===== src/hdl/sfr_pkg.sv =====
// Package with types, codes and constants shared by the serial frame receiver.
`timescale 1ns / 1ps
package sfr_pkg;

	localparam int unsigned BYTE_W   = 8;
	localparam int unsigned ADDR_W   = 16;
	localparam int unsigned REG_IDX_W = 3;

	localparam logic [BYTE_W-1:0] CRC_INIT = 8'hFF;
	localparam logic [BYTE_W-1:0] CRC_POLY = 8'h8C;
	localparam logic [BYTE_W-1:0] LEN_MIN  = 8'd6;
	localparam logic [BYTE_W-1:0] LEN_OVERHEAD = 8'd2;

	localparam logic [BYTE_W-1:0] HEAD_RST  = 8'd170;
	localparam logic [BYTE_W-1:0] TAIL_RST  = 8'd85;
	localparam logic [BYTE_W-1:0] ACK_RST   = 8'd1;
	localparam logic [BYTE_W-1:0] USER_RST  = 8'd2;
	localparam logic [BYTE_W-1:0] LIMIT_RST = 8'd64;

	typedef enum logic [REG_IDX_W-1:0] {
		REG_HEAD  = 3'd0,
		REG_TAIL  = 3'd1,
		REG_ACK   = 3'd2,
		REG_USER  = 3'd3,
		REG_LIMIT = 3'd4
	} reg_idx_t;

	typedef enum logic [2:0] {
		ST_HEAD  = 3'd0,
		ST_TYPE  = 3'd1,
		ST_ADDR  = 3'd2,
		ST_LEN   = 3'd3,
		ST_UTYPE = 3'd4,
		ST_DATA  = 3'd5,
		ST_CRC   = 3'd6,
		ST_TAIL  = 3'd7
	} parse_state_t;

	typedef enum logic [2:0] {
		EV_PAYLOAD  = 3'd0,
		EV_USER_OK  = 3'd1,
		EV_ACK_OK   = 3'd2,
		EV_LEN_ERR  = 3'd3,
		EV_CRC_ERR  = 3'd4,
		EV_TAIL_ERR = 3'd5
	} ev_code_t;

	typedef struct packed {
		logic [BYTE_W-1:0] rx_byte;
	} rx_item_t;

	typedef struct packed {
		ev_code_t          event_res;
		logic [BYTE_W-1:0] byte_value;
		logic [BYTE_W-1:0] byte_index;
		logic [ADDR_W-1:0] frame_address;
		logic [BYTE_W-1:0] frame_type;
		logic [BYTE_W-1:0] frame_length;
	} ev_item_t;

	typedef struct packed {
		logic [REG_IDX_W-1:0] reg_index;
		logic [BYTE_W-1:0]    reg_data;
	} cfg_item_t;

	typedef struct packed {
		logic [BYTE_W-1:0] head_byte;
		logic [BYTE_W-1:0] tail_byte;
		logic [BYTE_W-1:0] ack_type_byte;
		logic [BYTE_W-1:0] user_type_byte;
		logic [BYTE_W-1:0] length_limit;
	} cfg_regs_t;

endpackage


===== src/hdl/sfr_rx_if.sv =====
// Channel interface carrying received bytes.
`timescale 1ns / 1ps
interface sfr_rx_if;
	import sfr_pkg::*;
	logic     valid;
	logic     ready;
	rx_item_t payload;
	modport source(output valid, output payload, input ready);
	modport sink(input valid, input payload, output ready);
endinterface


===== src/hdl/sfr_ev_if.sv =====
// Channel interface carrying frame events.
`timescale 1ns / 1ps
interface sfr_ev_if;
	import sfr_pkg::*;
	logic     valid;
	logic     ready;
	ev_item_t payload;
	modport source(output valid, output payload, input ready);
	modport sink(input valid, input payload, output ready);
endinterface


===== src/hdl/sfr_cfg_if.sv =====
// Channel interface carrying configuration register writes.
`timescale 1ns / 1ps
interface sfr_cfg_if;
	import sfr_pkg::*;
	logic      valid;
	logic      ready;
	cfg_item_t payload;
	modport source(output valid, output payload, input ready);
	modport sink(input valid, input payload, output ready);
endinterface


===== src/hdl/sfr_cfg_regs.sv =====
// Configuration register file of the frame receiver.
`timescale 1ns / 1ps
module sfr_cfg_regs (
	input  logic                               clk,
	input  logic                               arst_n,
	input  logic                               wr_en,
	input  logic [sfr_pkg::REG_IDX_W-1:0]      wr_index,
	input  logic [sfr_pkg::BYTE_W-1:0]         wr_data,
	output sfr_pkg::cfg_regs_t                 regs
);
	import sfr_pkg::*;

	cfg_regs_t regs_q;

	always_ff @(posedge clk or negedge arst_n) begin
		if (!arst_n) begin
			regs_q.head_byte      <= HEAD_RST;
			regs_q.tail_byte      <= TAIL_RST;
			regs_q.ack_type_byte  <= ACK_RST;
			regs_q.user_type_byte <= USER_RST;
			regs_q.length_limit   <= LIMIT_RST;
		end else if (wr_en) begin
			unique case (wr_index)
				REG_HEAD:  regs_q.head_byte      <= wr_data;
				REG_TAIL:  regs_q.tail_byte      <= wr_data;
				REG_ACK:   regs_q.ack_type_byte  <= wr_data;
				REG_USER:  regs_q.user_type_byte <= wr_data;
				REG_LIMIT: regs_q.length_limit   <= wr_data;
				default: ;
			endcase
		end
	end

	assign regs = regs_q;

endmodule


===== src/hdl/sfr_crc8.sv =====
// Bytewise CRC-8 update with the reflected polynomial.
`timescale 1ns / 1ps
module sfr_crc8 (
	input  logic [sfr_pkg::BYTE_W-1:0] crc_in,
	input  logic [sfr_pkg::BYTE_W-1:0] data_in,
	output logic [sfr_pkg::BYTE_W-1:0] crc_out
);
	import sfr_pkg::*;

	always_comb begin
		logic [BYTE_W-1:0] c;
		c = crc_in ^ data_in;
		for (int k = 0; k < BYTE_W; k++) begin
			c = c[0] ? ((c >> 1) ^ CRC_POLY) : (c >> 1);
		end
		crc_out = c;
	end

endmodule


===== src/hdl/sfr_parser.sv =====
// Frame parsing state machine with its result register.
`timescale 1ns / 1ps
module sfr_parser (
	input  logic                       clk,
	input  logic                       arst_n,
	input  sfr_pkg::cfg_regs_t         regs,
	input  logic                       rx_valid,
	output logic                       rx_ready,
	input  logic [sfr_pkg::BYTE_W-1:0] rx_byte,
	output logic                       ev_valid,
	input  logic                       ev_ready,
	output sfr_pkg::ev_item_t          ev_item
);
	import sfr_pkg::*;

	parse_state_t      state_q, state_d;
	logic              is_ack_q, is_ack_d;
	logic              addr_phase_q, addr_phase_d;
	logic [BYTE_W-1:0] addr_hi_q, addr_hi_d;
	logic [BYTE_W-1:0] addr_lo_q, addr_lo_d;
	logic [BYTE_W-1:0] len_q, len_d;
	logic [BYTE_W-1:0] type_q, type_d;
	logic [BYTE_W-1:0] count_q, count_d;
	logic [BYTE_W-1:0] crc_q, crc_d;
	logic [BYTE_W-1:0] ack_status_q, ack_status_d;

	logic [BYTE_W-1:0] crc_in, crc_next, count_inc;
	logic              len_ok, data_done, accept;
	logic              res_valid;
	ev_item_t          res_item;
	logic              ev_valid_q;
	ev_item_t          ev_item_q;

	assign crc_in    = (state_q == ST_LEN) ? CRC_INIT : crc_q;
	assign count_inc = count_q + 8'd1;
	assign len_ok    = (rx_byte < regs.length_limit) && (rx_byte >= LEN_MIN);
	assign data_done = ({1'b0, count_inc} + {1'b0, LEN_OVERHEAD}) >= {1'b0, len_q};

	sfr_crc8 u_crc (
		.crc_in  (crc_in),
		.data_in (rx_byte),
		.crc_out (crc_next)
	);

	always_comb begin
		state_d      = state_q;
		is_ack_d     = is_ack_q;
		addr_phase_d = addr_phase_q;
		addr_hi_d    = addr_hi_q;
		addr_lo_d    = addr_lo_q;
		len_d        = len_q;
		type_d       = type_q;
		count_d      = count_q;
		crc_d        = crc_q;
		ack_status_d = ack_status_q;
		unique case (state_q)
			ST_HEAD: begin
				if (rx_byte == regs.head_byte) state_d = ST_TYPE;
			end
			ST_TYPE: begin
				if (rx_byte == regs.ack_type_byte) begin
					is_ack_d = 1'b1;
					state_d  = ST_DATA;
				end else if (rx_byte == regs.user_type_byte) begin
					is_ack_d     = 1'b0;
					addr_phase_d = 1'b0;
					state_d      = ST_ADDR;
				end else begin
					is_ack_d = 1'b0;
					state_d  = ST_HEAD;
				end
			end
			ST_ADDR: begin
				if (!addr_phase_q) begin
					addr_hi_d    = rx_byte;
					addr_phase_d = 1'b1;
				end else begin
					addr_lo_d    = rx_byte;
					addr_phase_d = 1'b0;
					state_d      = ST_LEN;
				end
			end
			ST_LEN: begin
				len_d = rx_byte;
				if (len_ok) begin
					crc_d   = crc_next;
					state_d = ST_UTYPE;
				end else begin
					type_d  = '0;
					state_d = ST_HEAD;
				end
			end
			ST_UTYPE: begin
				type_d  = rx_byte;
				crc_d   = crc_next;
				count_d = '0;
				state_d = ST_DATA;
			end
			ST_DATA: begin
				if (is_ack_q) begin
					ack_status_d = rx_byte;
					state_d      = ST_TAIL;
				end else begin
					crc_d   = crc_next;
					count_d = count_inc;
					if (data_done) state_d = ST_CRC;
				end
			end
			ST_CRC: begin
				state_d = (rx_byte == crc_q) ? ST_TAIL : ST_HEAD;
			end
			ST_TAIL: begin
				state_d = ST_HEAD;
			end
		endcase
	end

	always_comb begin
		res_valid = 1'b0;
		res_item  = '0;
		res_item.frame_address = {addr_hi_q, addr_lo_q};
		res_item.frame_type    = type_q;
		res_item.frame_length  = len_q;
		unique case (state_q)
			ST_LEN: begin
				res_valid = !len_ok;
				res_item.event_res    = EV_LEN_ERR;
				res_item.frame_type   = '0;
				res_item.frame_length = rx_byte;
			end
			ST_DATA: begin
				res_valid = !is_ack_q;
				res_item.event_res  = EV_PAYLOAD;
				res_item.byte_value = rx_byte;
				res_item.byte_index = count_q;
			end
			ST_CRC: begin
				res_valid = (rx_byte != crc_q);
				res_item.event_res = EV_CRC_ERR;
			end
			ST_TAIL: begin
				res_valid = 1'b1;
				if (rx_byte != regs.tail_byte) begin
					res_item.event_res = EV_TAIL_ERR;
				end else if (is_ack_q) begin
					res_item.event_res  = EV_ACK_OK;
					res_item.byte_value = ack_status_q;
				end else begin
					res_item.event_res = EV_USER_OK;
				end
				if (is_ack_q) begin
					res_item.frame_address = '0;
					res_item.frame_type    = '0;
					res_item.frame_length  = '0;
				end
			end
			default: ;
		endcase
	end

	assign rx_ready = !ev_valid_q || ev_ready;
	assign accept   = rx_valid && rx_ready;

	always_ff @(posedge clk or negedge arst_n) begin
		if (!arst_n) begin
			state_q      <= ST_HEAD;
			is_ack_q     <= 1'b0;
			addr_phase_q <= 1'b0;
			addr_hi_q    <= '0;
			addr_lo_q    <= '0;
			len_q        <= '0;
			type_q       <= '0;
			count_q      <= '0;
			crc_q        <= CRC_INIT;
			ack_status_q <= '0;
			ev_valid_q   <= 1'b0;
		end else begin
			if (accept) begin
				state_q      <= state_d;
				is_ack_q     <= is_ack_d;
				addr_phase_q <= addr_phase_d;
				addr_hi_q    <= addr_hi_d;
				addr_lo_q    <= addr_lo_d;
				len_q        <= len_d;
				type_q       <= type_d;
				count_q      <= count_d;
				crc_q        <= crc_d;
				ack_status_q <= ack_status_d;
				ev_valid_q   <= res_valid;
			end else if (ev_ready) begin
				ev_valid_q <= 1'b0;
			end
		end
	end

	always_ff @(posedge clk) begin
		if (accept && res_valid) ev_item_q <= res_item;
	end

	assign ev_valid = ev_valid_q;
	assign ev_item  = ev_item_q;

endmodule


===== src/hdl/serial_frame_receiver_crc8.sv =====
// Top level of the serial frame receiver with CRC-8 check.
//
//   Channel  Direction  Content
//   rx       in         one received byte per transaction
//   ev       out        one frame event per transaction
//   cfg      in         register index and write data
//
// One byte is taken per cycle while the output register can take it; the event it causes
// appears in the output register in the next cycle, with the new parse state and CRC.
// A new byte is taken whenever the output register is empty or is being emptied.
// Reset returns the parser to waiting for a head byte and loads the register defaults.
// Configuration writes are taken in every cycle.
`timescale 1ns / 1ps
module serial_frame_receiver_crc8 (
	input logic          clk,
	input logic          arst_n,
	sfr_rx_if.sink       rx,
	sfr_ev_if.source     ev,
	sfr_cfg_if.sink      cfg
);
	import sfr_pkg::*;

	cfg_regs_t regs;

	assign cfg.ready = 1'b1;

	sfr_cfg_regs u_cfg (
		.clk      (clk),
		.arst_n   (arst_n),
		.wr_en    (cfg.valid),
		.wr_index (cfg.payload.reg_index),
		.wr_data  (cfg.payload.reg_data),
		.regs     (regs)
	);

	sfr_parser u_parser (
		.clk      (clk),
		.arst_n   (arst_n),
		.regs     (regs),
		.rx_valid (rx.valid),
		.rx_ready (rx.ready),
		.rx_byte  (rx.payload.rx_byte),
		.ev_valid (ev.valid),
		.ev_ready (ev.ready),
		.ev_item  (ev.payload)
	);

	a_ready_when_empty: assert property (@(posedge clk) disable iff (!arst_n)
		!ev.valid |-> rx.ready)
		else $error("input stalled while the output register is empty");

	a_ack_no_user_info: assert property (@(posedge clk) disable iff (!arst_n)
		(ev.valid && ev.payload.event_res == EV_ACK_OK) |->
		(ev.payload.frame_address == '0 && ev.payload.frame_type == '0))
		else $error("acknowledge event carries user frame fields");

	a_index_in_frame: assert property (@(posedge clk) disable iff (!arst_n)
		(ev.valid && ev.payload.event_res == EV_PAYLOAD) |->
		(({1'b0, ev.payload.byte_index} + 9'd2) < {1'b0, ev.payload.frame_length}))
		else $error("payload index beyond the frame length");

endmodule


===== src/flat_wrapper.sv =====
// flat-port wrapper written by rule: the top's interface ports become plain ports
module serial_frame_receiver_crc8_flat import sfr_pkg::*;
  (clk, arst_n, rx_valid, rx_payload, rx_ready, ev_valid, ev_payload, ev_ready, cfg_valid, cfg_payload, cfg_ready);
  sfr_rx_if rx_i ();
  sfr_ev_if ev_i ();
  sfr_cfg_if cfg_i ();
  input logic clk;
  input logic arst_n;
  input wire logic [$bits(rx_i.valid)-1:0] rx_valid;
  input wire logic [$bits(rx_i.payload)-1:0] rx_payload;
  output wire logic [$bits(rx_i.ready)-1:0] rx_ready;
  output wire logic [$bits(ev_i.valid)-1:0] ev_valid;
  output wire logic [$bits(ev_i.payload)-1:0] ev_payload;
  input wire logic [$bits(ev_i.ready)-1:0] ev_ready;
  input wire logic [$bits(cfg_i.valid)-1:0] cfg_valid;
  input wire logic [$bits(cfg_i.payload)-1:0] cfg_payload;
  output wire logic [$bits(cfg_i.ready)-1:0] cfg_ready;
  assign rx_i.valid = rx_valid;
  assign rx_i.payload = rx_payload;
  assign rx_ready = rx_i.ready;
  assign ev_valid = ev_i.valid;
  assign ev_payload = ev_i.payload;
  assign ev_i.ready = ev_ready;
  assign cfg_i.valid = cfg_valid;
  assign cfg_i.payload = cfg_payload;
  assign cfg_ready = cfg_i.ready;
  serial_frame_receiver_crc8 u_core (.clk(clk), .arst_n(arst_n), .rx(rx_i), .ev(ev_i), .cfg(cfg_i));
endmodule

===== config.mk =====
export PLATFORM = sky130hd
export DESIGN_NAME = serial_frame_receiver_crc8_flat
export DESIGN_NICKNAME = d
export VERILOG_FILES = /design/src/hdl/sfr_pkg.sv /design/src/hdl/sfr_rx_if.sv /design/src/hdl/sfr_ev_if.sv /design/src/hdl/sfr_cfg_if.sv /design/src/hdl/sfr_cfg_regs.sv /design/src/hdl/sfr_crc8.sv /design/src/hdl/sfr_parser.sv /design/src/hdl/serial_frame_receiver_crc8.sv /design/src/flat_wrapper.sv
export SDC_FILE = /design/constraint.sdc
export NUM_CORES = 1
export LEC_CHECK = 0
export ABC_AREA = 1
export BUFFER_PORTS_ARGS = -buffer_cell sky130_fd_sc_hd__buf_2
export CORE_ASPECT_RATIO = 0.75
export CORE_MARGIN = 5
export CORE_UTILIZATION = 50
export DETAILED_ROUTE_END_ITERATION = 8
export PLACE_DENSITY = 0.77
export SLEW_MARGIN = 10
export SYNTH_ARGS = -nofsm -noshare
export SYNTH_HDL_FRONTEND = slang
export SYNTH_HIERARCHICAL = 1
export SYNTH_SLANG_ARGS = --single-unit

===== constraint.sdc =====
create_clock -name clk -period 5 [get_ports clk]
set_clock_uncertainty 0.15 [all_clocks]
set_input_delay 0.5 -clock clk [delete_from_list [all_inputs] [get_ports clk]]
set_output_delay 0.5 -clock clk [all_outputs]
set_load 0.02 [all_outputs]

==> results.cfg, run 1 <==
[finish]
final_cell_area_mm2 = 0.00926
fin_nets = 1102
multi_input_area_mm2 = 0.00338
drive_above_1_share = 0.169
insertedDiodeCount = 0
syn2layout_area_growth_pct = 13.7
regArea_mm2 = 0.00411
n_fill_cell = 1402

[routing]
dr_total_vias = 6718
drt_wl_total_um = 19600
drc = 0
drtIter0Drc = 586
firstDrtPassIters = 5
viasPerCell = 5.23
final_antenna_net_count = 0
wl_per_cell_um = 15.3

[synth]
ys.warnings.count = 6
yosysTopAreaCell = dfrtp_1
ys_top_cells_by_area = dfrtp_1, edfxtp_1, nand2_1
syn_nets = 1032
ys_seq_area_frac = 0.505
synth_top_area_share = 0.255
ys_types = 40
syn-cell-area_mm2 = 0.00814
postSynthCellCount = 991
ys_seq_elements = 153
avgSynthCellArea_um2 = 8.21

[timing]
period_minus_slack_ns = 3.16
final-max-slew-violation-count = 0
worst_slack_ns = 1.84
rsz0062_at_grt = no
period_share = 0.631
setup_tns_ns = 0
max_freq_mhz = 317
slew_headroom = 0.269
setup_viol = 0
worst_pin_slew_ns = 1.09
hold_viol = 0

[worst_setup_path]
worstPathRequired_ns = 5.18
endpoint_kind = flop
r2r_slack_ns = 1.84
endpoint = u_core/u_parser/count_q[7]
crit_type = flop to flop
reg2reg_depth = 6
timing.rr.end = u_core/u_parser/count_q[7]
arrival_ns = 3.34
r2r-start = u_core/u_parser/state_q[2]
cp-startpoint = u_core/u_parser/state_q[2]
start_kind = flop
cp_max_fo = 13

[floorplan]
die_w_um = 157
start_util = 0.508
num_rows = 40
core_mm2 = 0.0160
die-height_um = 120
die_area_mm2 = 0.0190
io-pin-count = 78

[power]
p_leak_nw = 4.55
power_density_mw_per_mm2 = 550
peakVddDrop_v = 0.000316

[place]
place_area_mm2 = 0.00864
gp_congestion = 0.913
portBuffers = 76
place_hpwl_um = 13600
post-place-ws_ns = 1.61

[clock_network]
clockBufferDepth = 2
cts_buffers = 17
cts_root_buffer = clkbuf_16
insertion_delay_ns = 0.42
cts_resized = 0
cts.clk_slew.worst_paths_ns = 0.06
cts_post_setup_buffers_inserted = 0
cts_tree = built
cts.htree.levels = 4
cts_num_sinks = 153
holdBufCountCts = 0

[global_routing]
antenna_found_initial = 0
grt_overflow = 0
grt_pass1_vias = 6434
grt_max_degree = 60
grt.total_usage = 0.220
grt_pass1_wl_um = 32900

[status]
status = finished clean

[job]
cap_violations = 0

[worst_hold_path]
min_path_type = input pin to async pin
sequential cells by signal (all words and copies together) (netlist names), 8 cells and up:
register and cells:
u_core/u_parser/ack_status_q 8, u_core/u_parser/addr_hi_q 8, u_core/u_parser/crc_q 8, u_core/u_parser/ev_item 51, u_core/u_parser/type_q 8, u_core/u_parser/addr_lo_q 8
u_core/u_parser/count_q 8, u_core/u_parser/len_q 8, u_core/u_cfg/regs 40
layout by cell type (no fill, tap or decap), types with 13 or more instances in the layout:
cell       instances
xnor2_1           21
nand2_1          354
o21ai_0           40
inv_1            120
edfxtp_1          51
buf_2             75
nand3_1           70
ha_1              17
dfstp_2           19
xor2_1            13
dfrtp_1           83
nor2_1            64
clkbuf_16         17
o22ai_1           14
nand2_2           18
through the flow:
stage | power, W | hold slack, ns | std cells | utilization
after floorplan | 0.00331 | 0.0544 | 991 | -
after global placement | 0.00368 | 0.307 | 1252 | 0.540
after detailed placement | 0.00375 | 0.304 | 1252 | 0.540
after CTS | 0.00510 | 0.0282 | 1284 | 0.578
after global routing | 0.00550 | 0.0871 | 1284 | 0.578
final | 0.00510 | 0.0251 | 1284 | 0.578
report_power, final:
group          switching [W]  internal, W  total (W)
combinational        0.00125     0.000649    0.00190
clock               0.000522     0.000807    0.00133
sequential          0.000181      0.00168    0.00187
total                0.00195      0.00314    0.00510
cell usage after synthesis:
| cell | n |
|---|---|
| nand2_1 | 354 |
| inv_1 | 121 |
| dfrtp_1 | 83 |
| nand3_1 | 70 |
| nor2_1 | 64 |
| edfxtp_1 | 51 |
| o21ai_0 | 40 |
| xnor2_1 | 21 |
| dfstp_2 | 19 |
| nand2_2 | 18 |
| ha_1 | 17 |
| buf_2 | 16 |
| o22ai_1 | 14 |
| xor2_1 | 13 |
| a21oi_1 | 12 |
| nor3_1 | 10 |
| inv_2 | 6 |
| nand4_1 | 6 |
| clkbuf_1 | 5 |
| nand2_4 | 5 |
| nand3_2 | 5 |
| nor2_4 | 5 |
| buf_4 | 4 |
| nor2_2 | 4 |
| o21ai_1 | 4 |
| buf_6 | 3 |
| nand3b_1 | 3 |
| or2_2 | 3 |
| clkinv_1 | 2 |
| xnor2_2 | 2 |
| xor2_2 | 2 |
| a311oi_4 | 1 |
| a31oi_1 | 1 |
| conb_1 | 1 |
| nor2_8 | 1 |
| nor3b_1 | 1 |
| nor4_1 | 1 |
| o211ai_1 | 1 |
| o21a_1 | 1 |
| o21bai_1 | 1 |
logic make-up after synthesis:
group           count (synthesis)  synth area share
simple gates                  550             0.293
buf+inv                       157            0.0795
flops                         153             0.505
compound gates                 75            0.0520
xor+xnor                       38            0.0446
fa+ha+maj                      17            0.0261
other cells                     1          0.000461
worst max-delay path, cell delays in order (launching register included):
cell and delay [ns]:
dfrtp_1 0.51, nand3_2 0.37, inv_1 0.44, nand2_1 0.19
a21oi_1 0.79, nand2_1 0.38, o22ai_1 0.23
how the worst min path moves through the flow:
stage / depth (start not counted) / to
6_report: 1 / u_core/u_parser/count_q[7]
5_1_grt: 1 / u_core/u_cfg/regs[32]
4_1_cts: 1 / u_core/u_cfg/regs[17]
3_5_place_dp: 2 / u_core/u_cfg/regs[6]
3_3_place_gp: 2 / u_core/u_cfg/regs[6]
2_1_floorplan: 0 / u_core/u_cfg/regs[0]
final cells by class:
type	instances	area share
Clock inverter	12	0.0180
Tap cell	210	0.0284
Sequential cell	153	0.444
Clock buffer	20	0.0482
Inverter	129	0.0523
Timing Repair Buffer	79	0.0438
Multi-Input combinational cell	681	0.366
routing by layer:
layer	part of all wire	global-route usage	vias to the layer above
li1	-	-	3263
met1	0.46	0.328	3155
met2	0.44	0.322	280
met3	0.086	0.0454	20
met4	0.012	0.0709	0
met5	0	0	-
Note: power is estimated with default switching activity, not from simulation.
==> run 2, diff against run 1 <==
--- a/config.mk
+++ b/config.mk
@@ -11,7 +11,7 @@
 export CORE_MARGIN = 5
 export CORE_UTILIZATION = 50
 export DETAILED_ROUTE_END_ITERATION = 8
-export PLACE_DENSITY = 0.77
+export PLACE_DENSITY = 0.8
 export SLEW_MARGIN = 10
 export SYNTH_ARGS = -nofsm -noshare
 export SYNTH_HDL_FRONTEND = slang
==> constraint.sdc (replaced) <==
create_clock -name clk -period 2.5 [get_ports clk]
set_clock_uncertainty 0.15 [all_clocks]
set_input_delay 0.25 -clock clk [delete_from_list [all_inputs] [get_ports clk]]
set_output_delay 0.25 -clock clk [all_outputs]
set_load 0.02 [all_outputs]
==> results.cfg, run 2 (same netlist as run 1, synthesis figures left out) <==
[timing]
worst_pin_slew_ns = 0.583
max_freq_mhz = 384
rsz0062_at_grt = yes
slew_headroom = 0.611
whs_ns = 0.0588
period_minus_slack_ns = 2.61
worst_slack_ns = -0.107
period_share = 1.04
setup_viol = 3
final-max-slew-violation-count = 0
hold_viol = 0

[clock_network]
cts.clk_slew.worst_paths_ns = 0.07
cts_tree = built
insertion_delay_ns = 0.43
cts_buffers = 17
cts_root_buffer = clkbuf_16
cts_num_sinks = 153
clockBufferDepth = 2
cts.htree.levels = 4

[place]
portBuffers = 76
place_hpwl_um = 14000
place_inst = 1276
gp_congestion = 0.925
place_area_mm2 = 0.00890

[floorplan]
die-height_um = 120
die_area_mm2 = 0.0190
die_w_um = 157
start_util = 0.508
num_rows = 40
core_mm2 = 0.0160
io-pin-count = 78

[global_routing]
grt_pass1_vias = 6659
grt.total_usage = 0.221
grt_max_degree = 52
grt_overflow = 0
grt_pass1_wl_um = 32900
antenna_found_initial = 0

[finish]
layout.cells.non_filler = 1320
final_common_cell = nand2_1
fin_nets = 1138
n_fill_cell = 1356
largest_register_ffs = 51
final_cell_area_mm2 = 0.00975
mostFrequentLayoutCells = nand2_1, inv_1, dfrtp_1
syn2layout_area_growth_pct = 19.7
insertedDiodeCount = 0
drive_above_1_share = 0.214

[worst_setup_path]
crit_chain = ha_4, or2_4, nand2_4, inv_2, ha_4, nand2_4, nor2_4, xor2_1, inv_1, ha_1, nand2_1, inv_1, nand4_1, nor3b_2, nand3_2, nand2_2, nand2_1, nand2_1
arrival_ns = 2.83
path_buf_inv = 3
start_kind = flop
cp_slowest_cell = dfrtp_1
endpoint_kind = flop
worstPathRequired_ns = 2.72
crit_family = simple AND/OR/NAND/NOR gates
path_common_cell = nand2_1
cp_max_fo = 4
cpPeakStageDelay_ns = 0.41
crit_type = flop to flop

[routing]
wl_per_cell_um = 15.4
viasPerCell = 5.28
drtIter0Drc = 630
dr_total_vias = 6975
final_antenna_net_count = 0
drt_wl_total_um = 20300
firstDrtPassIters = 5
drc = 0

[power]
seqPwrFrac = 0.347
power_w = 0.0107
peakVddDrop_v = 0.000651
power_density_mw_per_mm2 = 1100
pwr-share-comb = 0.416
p_leak_nw = 4.75
sw_frac_of_total = 0.395
clkPwrFrac = 0.237
cellInternalPower_w = 0.00649
p_switching_w = 0.00424

[status]
violations = negative setup slack
status = complete, but fails checks

[worst_hold_path]
min_path_type = input pin to flop

[job]
cap_violations = 0
run 2: worst min-delay path: stages:
cell and delay (ns):
buf_2 0.17, nor2_4 0.10, nand3_1 0.07, nand2_1 0.05
run 2: metrics by stage:
step                setup WS [ns]  TNS, ns  utilization
floorplan                  -0.132    -6.71            -
global placement          -0.0447   -0.118        0.555
detailed placement         -0.119   -0.347        0.555
CTS                       -0.0725   -0.211        0.604
global route               -0.259   -0.771        0.609
finish                     -0.107   -0.296        0.609
run 2: area by class of cell:
cell class,count,area (um2),area share
sequential,153,4110,0.422
multi-input combinational,681,3560,0.366
timing repair buffer,115,738,0.0757
inverter,129,488,0.0501
clock buffer,20,457,0.0469
tap,210,263,0.0270
clock inverter,12,126,0.0130
run 2: path summary, 6_finish.rpt:
check	start	to	slack, ns	cells past startpoint
min in group asynchronous	arst_n	u_core/u_cfg/regs[3]	0.21	2
min	cfg_payload[9]	u_core/u_cfg/regs[30]	0.06	4
max in group asynchronous	arst_n	u_core/u_parser/crc_q[5]	1.29	3
max reg2reg	u_core/u_parser/count_q[1]	u_core/u_parser/state_q[2]	-0.11	18
min reg2reg	u_core/u_cfg/regs[33]	u_core/u_cfg/regs[33]	0.32	2
max	u_core/u_parser/count_q[1]	u_core/u_parser/state_q[2]	-0.11	18
run 2: per-layer routing:
| layer | routed length, um | global-route usage |
|---|---|---|
| met2 | 9210 | 0.333 |
| met4 | 352 | 0.0709 |
| met1 | 8870 | 0.315 |
| met3 | 1850 | 0.0537 |
| met5 | 0 | 0 |
run 2: what timing repair did:
item | in CTS | in global routing
setup buffers | 1 | 1
pin swaps | 6 | 5
hold buffers | 10 | 0
endpoints found under the hold margin | 66 | 0
endpoints found under the setup margin | 3 | 5
gates resized for setup | 18 | 14
run 2: power groups by stage:
stage,registers (W),clock network [W],logic (W)
6_report,0.00372,0.00255,0.00447
5_1_grt,0.00379,0.00269,0.00501
4_1_cts,0.00370,0.00258,0.00425
3_5_place_dp,0.00374,0,0.00396
3_3_place_gp,0.00372,0,0.00384
2_1_floorplan,0.00373,0,0.00294
==> run 3, diff against run 2 <==
--- a/config.mk
+++ b/config.mk
@@ -7,11 +7,11 @@
 export LEC_CHECK = 0
 export ABC_AREA = 1
 export BUFFER_PORTS_ARGS = -buffer_cell sky130_fd_sc_hd__buf_2
-export CORE_ASPECT_RATIO = 0.75
 export CORE_MARGIN = 5
 export CORE_UTILIZATION = 50
 export DETAILED_ROUTE_END_ITERATION = 8
 export PLACE_DENSITY = 0.8
+export RECOVER_POWER = 50
 export SLEW_MARGIN = 10
 export SYNTH_ARGS = -nofsm -noshare
 export SYNTH_HDL_FRONTEND = slang
==> results.cfg, run 3 (same netlist as run 1, synthesis figures left out) <==
[power]
cellInternalPower_w = 0.00647
pwr-share-comb = 0.424
peakVddDrop_v = 0.000513
clkPwrFrac = 0.233
sw_frac_of_total = 0.399
power_density_mw_per_mm2 = 1110
p_switching_w = 0.00430
seqPwrFrac = 0.343
p_leak_nw = 4.61

[finish]
drive_above_1_share = 0.173
final_common_cell = nand2_1
mostFrequentLayoutCells = nand2_1, inv_1, dfrtp_1
layout.cells.non_filler = 1333
multi_input_area_mm2 = 0.00353
n_fill_cell = 1371
fin_util = 0.607
insertedDiodeCount = 0
syn2layout_area_growth_pct = 18.9
fin_nets = 1145
largest_register_ffs = 51
regArea_mm2 = 0.00411

[timing]
final-max-slew-violation-count = 0
period_minus_slack_ns = 2.69
worst_slack_ns = -0.189
worst_pin_slew_ns = 1.19
slew_headroom = 0.204
max_freq_mhz = 372
period_share = 1.08
setup_viol = 3
setup_tns_ns = -0.554
rsz0062_at_grt = yes
whs_ns = 0.0238
hold_viol = 0

[clock_network]
clockBufferDepth = 2
cts_num_sinks = 153
cts.htree.levels = 4
cts_tree = built
insertion_delay_ns = 0.43
cts_root_buffer = clkbuf_16
cts_buffers = 17
cts.clk_slew.worst_paths_ns = 0.07

[routing]
final_antenna_net_count = 0
drc = 0
dr_total_vias = 6852
wl_per_cell_um = 15.1
drt_wl_total_um = 20100
drtIter0Drc = 511
viasPerCell = 5.14
firstDrtPassIters = 5

[worst_setup_path]
path_buf_inv = 1
cp-startpoint = u_core/u_parser/count_q[1]
endpoint_kind = flop
cp_slowest_cell = dfrtp_1
reg2reg_depth = 16
crit_chain = ha_4, or2_4, nand2_4, inv_4, ha_4, nand2_2, nor2_4, nand3b_1, xor2_1, ha_1, nand4_1, nor3b_4, nand3_2, nand2_2, nand2_1, nand2_1
crit_family = simple AND/OR/NAND/NOR gates
start_kind = flop
timing.rr.end = u_core/u_parser/state_q[0]
worstPathRequired_ns = 2.71
cp_max_fo = 4
crit_type = flop to flop
r2r-start = u_core/u_parser/count_q[1]
cpPeakStageDelay_ns = 0.41
arrival_ns = 2.90
r2r_slack_ns = -0.19

[global_routing]
grt.total_usage = 0.223
grt_max_degree = 45
grt_pass1_wl_um = 32600
antenna_found_initial = 0
grt_overflow = 0
grt_pass1_vias = 6547

[place]
post-place-ws_ns = -0.0851
gp_congestion = 0.885
portBuffers = 76
place_hpwl_um = 13600
place_inst = 1285

[floorplan]
num_rows = 46
die-height_um = 138
start_util = 0.511
io-pin-count = 78
die_w_um = 138
die_area_mm2 = 0.0189
core_mm2 = 0.0159

[status]
status = complete, but fails checks
violations = negative setup slack

[job]
cap_violations = 0

[worst_hold_path]
hold_path_depth = 4
min_path_type = input pin to flop
min_to = u_core/u_cfg/regs[26]
worstHoldStart = cfg_payload[9]
[run 3: cell count changes in the layout (fill, tap and decap cells not counted), sizes merged]
cell,delta
clkinvlp,+3
buf,-42
clkbuf,+46
[run 3: layout make-up]
type / instances / area share
sequential: 153 / 0.424
multi-input combinational: 681 / 0.364
inverter: 129 / 0.0507
tap: 216 / 0.0279
clock buffer: 17 / 0.0440
clock inverter: 15 / 0.0159
timing repair buffer: 122 / 0.0727
[run 3: how the worst max path moves through the flow]
stage,to,cells after the start,slack [ns]
after global routing,u_core/u_parser/state_q[0],18,-0.31
after global placement,u_core/u_parser/state_q[2],19,-0.06
after CTS,u_core/u_parser/state_q[1],15,-0.08
final,u_core/u_parser/state_q[0],16,-0.19
after floorplan,u_core/u_parser/ev_item[0],9,-0.13
after detailed placement,u_core/u_parser/state_q[1],19,-0.09
[run 3: power by group through the flow]
| stage | clock network [W] | registers [W] | logic, W |
|---|---|---|---|
| 2_1_floorplan | 0 | 0.00373 | 0.00294 |
| 3_3_place_gp | 0 | 0.00370 | 0.00383 |
| 3_5_place_dp | 0 | 0.00372 | 0.00395 |
| 4_1_cts | 0.00255 | 0.00369 | 0.00418 |
| 5_1_grt | 0.00269 | 0.00376 | 0.00509 |
| 6_report | 0.00251 | 0.00370 | 0.00456 |
[run 3: what timing repair did]
item,in CTS,in global routing
resized for setup,16,13
cloned,0,0
hold buffers,10,0
endpoints found under the setup margin,3,3
pin swaps,15,20
hold endpoints to repair,68,0
setup buffers,3,3
[run 3: worst min-delay path, stage by stage]
cell and delay (ns):
buf_2 0.14, nor2_4 0.09, nand3_1 0.07, nand2_1 0.05
[run 3: metal layers]
metal	GRT usage	up-vias	routed length, um
met2	0.371	252	9710
li1	-	3350	-
met4	0.0715	0	375
met5	0	-	0
met3	0.0453	32	1360
met1	0.292	3218	8700
[run 3: stage by stage]
step / area (um2) / total power [W]
2_1_floorplan: 8190 / 0.00667
3_3_place_gp: 8930 / 0.00753
3_5_place_dp: 8930 / 0.00767
4_1_cts: 9690 / 0.0104
5_1_grt: 9680 / 0.0115
6_report: 9680 / 0.0108
